File: config.mk
export PLATFORM = sky130hd
export DESIGN_NAME = sha256_wram
export DESIGN_NICKNAME = d
export VERILOG_FILES = /design/src/rtl/sha256_wram.sv
export SDC_FILE = /design/constraint.sdc
export NUM_CORES = 2
export LEC_CHECK = 0
export BUFFER_PORTS_ARGS = -buffer_cell sky130_fd_sc_hd__buf_4
export CORE_MARGIN = 5
export CORE_UTILIZATION = 67
export DETAILED_ROUTE_END_ITERATION = 16
export MAX_ROUTING_LAYER = met4
export PLACE_DENSITY_LB_ADDON = 0.08
export REMOVE_ABC_BUFFERS = 1
export SETUP_SLACK_MARGIN = 0.2
export SKIP_LAST_GASP = 1
export SLEW_MARGIN = 40
export SYNTH_ARGS = -nofsm -noshare
export SYNTH_HDL_FRONTEND = slang
export SYNTH_SLANG_ARGS = --single-unit
File: constraint.sdc
create_clock -name clk -period 5.6 [get_ports clk]
set_input_delay 0.56 -clock clk [delete_from_list [all_inputs] [get_ports clk]]
set_output_delay 0.56 -clock clk [all_outputs]
set_load 0.01 [all_outputs]
File: src/rtl/sha256_wram.sv
`timescale 1ns / 1ps
// ----------------------------------------------------------------------------
// SHA-256 word memory
// 64 x 32 message schedule store, one write and one registered read.
// ----------------------------------------------------------------------------
module sha256_wram (
  input  logic        clk,
  input  logic        we,
  input  logic [5:0]  waddr,
  input  logic [31:0] wdata,
  input  logic [5:0]  raddr,
  output logic [31:0] rdata
);

  logic [31:0] mem [64];

  always_ff @(posedge clk) begin
    if (we) begin
      mem[waddr] <= wdata;
    end
    rdata <= mem[raddr];
  end

endmodule

==> results.toml <==
[drt]
wl_per_cell_um = 38.10
postRouteAntennaNets = 0
routed_wirelength_mm = 200.2
drt_iter0_drc = 5564
drc = 0
drtPass1Iterations = 7
vias_per_cell = 7.217
vias = 37930

[clocking]
clock_latency_ns = 0.79
htree_levels = 4
post_cts_buffers = 0
cts_sinks = 2080
cts_tree = "built"
max-clock-path-buffers = 3
clkTransAtPathRegs_ns = 0.06
post_cts_resized = 0
cts_root_buf = "clkbuf_16"
numCtsBuffers = 195
cts_hold_buf = 0

[cells_and_area]
nNetsFinal = 3597
syn2layout_area_growth_pct = 13.08
fin_util_pct = 76.30
drive_gt1_share_pct = 29.96

[worst_setup_path]
crit_fanout = 59
start_kind = "input pin"
path_class = "in2reg"
cp.required_ns = 6.24
worstSetupEndpointType = "register"
cp.arrival_ns = 3.90

[synthesis]
syn_avg_cell_area_um2 = 23.62
synth.mux.area_fraction_pct = 16.79
yosysUniqueCellTypes = 34
synth_compound_area_share_pct = 1.673
synth_top_family_by_area = "multiplexers"
yosysWarningCount = 0
synthAdderAreaFrac_pct = 0
yosysSeqAreaShare_pct = 79.14
syn_area_um2 = 78520
synth_xor_area_share_pct = 0
ys_ff_latch = 2080
yosys.area_share.simple_pct = 1.265
postSynthCellCount = 3324

[grt]
grtUsageTotal_pct = 33.80
grt_max_degree = 134
grt_remaining_overflow = 0
grt_pass1_vias = 38560
antenna_found_initial = 19
grt_pass1_wl_mm = 284.7

[power_and_ir_drop]
fin_total_pwr_w = 0.03230
p_leak_nw = 27.80
p_seq_share_pct = 53.7
power_per_cell_area_nw_per_um2 = 363.8
internal_power_w = 0.02566
peakVddDrop_mv = 0.3728
pwr-share-clk_pct = 41.3
switchingPower_w = 0.006648
p_sw_share_pct = 20.58
pwr-share-comb_pct = 5.0

[die]
dieWidth_um = 352.3
core_area_um2 = 116400
pin_count = 78
start_util_pct = 67.48
rows = 125
die-area_um2 = 124100
die_h_um = 352.3

[placement]
hpwlAfterDp_mm = 113.1
gp_congestion = 0.8531
port_buffers = 77
preCtsSetupSlack_ns = 1.584

[timing]
drv_slew = 0
rsz0062_at_grt = "false"
fmaxAchievable_mhz = 306.2
setup_violations = 0
final-hold-violation-count = 0
worst_slew_pin_slew_ns = 0.9486
skew_ns = 0.01989
setup_tns_ns = 0
relSlewSlack_pct = 36.76
period_needed_ns = 3.266
min_period_over_period_pct = 58.31
layout_setup_ws_ns = 2.334

[outcome]
status = "complete, no violations"

[flow_run]
drv_cap = 0

[worst_hold_path]
holdCritPathClass = "in2reg"
[cells in the mapped netlist]
cell	n	area share, %
edfxtp_1	2048	78
mux4_2	544	16
nor2_1	137	0.65
mux2i_1	93	1.2
o22ai_1	84	0.67
clkbuf_1	74	0.35
a21oi_1	62	0.40
buf_2	57	0.36
dfxtp_1	32	0.82
o221ai_1	27	0.30
nand2_1	26	0.12
buf_4	25	0.24
buf_1	21	0.10
nor2b_1	15	0.12
a22oi_1	12	0.11
a311oi_1	8	0.089
nand2b_1	8	0.064
nor3_1	7	0.045
buf_6	5	0.072
nand3_1	5	0.032
nand3b_1	5	0.048
a41o_1	4	0.051
and3_1	4	0.032
o32ai_1	4	0.045
or3_1	3	0.024
or3b_2	3	0.033
and2_1	2	0.016
nand4_1	2	0.016
or3b_1	2	0.022
a31oi_1	1	0.0080
nand4b_1	1	0.011
or2_0	1	0.0080
or2_1	1	0.0080
or2_2	1	0.0080
[through the flow]
step           area [µm²]  hold slack (ns)  instances
2_1_floorplan       77630           0.6589       3142
3_3_place_gp        81550           0.7362       4847
3_5_place_dp        82170           0.7392       4874
4_1_cts             88650           0.1514       5235
5_1_grt             88780           0.1899       5253
6_report            88790           0.1974       5256
[cell usage in the layout (no fill, tap or decap), drive strengths merged, types with 2 or more instances in the layout]
master       n
edfxtp    2048
mux4       544
clkbuf     263
buf        212
nor2       137
mux2i       93
o22ai       84
clkinv      64
a21oi       62
dfxtp       32
o221ai      27
nand2       26
bufinv      24
diode       17
nor2b       15
a22oi       12
a311oi       8
nand2b       8
nor3         7
clkinvlp     6
nand3b       5
or3b         5
nand3        5
and3         4
a41o         4
inv          4
o32ai        4
or3          3
or2          3
and2         2
nand4        2
[worst paths after layout]
check                                start         end  slack (ns)  depth (start not counted)
worst max-delay path              raddr[0]   rdata[29]        2.33                          7
worst min-delay path              waddr[2]  mem[49][6]        0.20                          2
worst max register to register  mem[7][29]   rdata[29]        3.17                          4
worst min register to register  mem[13][4]    rdata[4]        0.73                          4
[worst max-delay path, stage by stage]
cell and delay [ns]:
buf_8 0.35, buf_12 0.39, buf_16 0.40, mux4_2 0.57, mux4_2 0.54, o22ai_1 0.76
nor2_1 0.12
[area by class of cell]
type | instances | area [µm²]
antenna | 17 | 42.54
clock buffer | 263 | 5373
clock inverter | 98 | 1110
fill | 5914 | 27570
multi-input combinational | 1062 | 16010
sequential | 2080 | 62140
tap | 1524 | 1907
timing repair buffer | 212 | 2208
[state kept, by name, summed over array words and instances, names as in the netlist]
name   cells
rdata     32
mem     2048
[power by group through the flow]
stage	logic (W)	clock network, W	registers, W
6_report	0.00163	0.0133	0.0173
3_5_place_dp	0.00161	0	0.0177
3_3_place_gp	0.00156	0	0.0177
5_1_grt	0.00170	0.0141	0.0173
2_1_floorplan	0.000638	0	0.0176
4_1_cts	0.00163	0.0134	0.0173
[cells by family after synthesis]
kind of cell	count (synthesis)
DFF	2080
buffers and inverters	182
muxes	637
AOI/OAI and AO/OA	202
and+or+nand+nor	223
[routing by layer]
| metal | track usage [%] | wire [µm] | vias to the layer above |
|---|---|---|---|
| met3 | 7.224 | 24370 | 452 |
| li1 | - | - | 14750 |
| met2 | 51.83 | 97930 | 2721 |
| met4 | 12.84 | 9118 | 0 |
| met5 | - | 0 | - |
| met1 | 46.14 | 68810 | 20010 |
No activity file was read; power rests on OpenSTA's default activity.
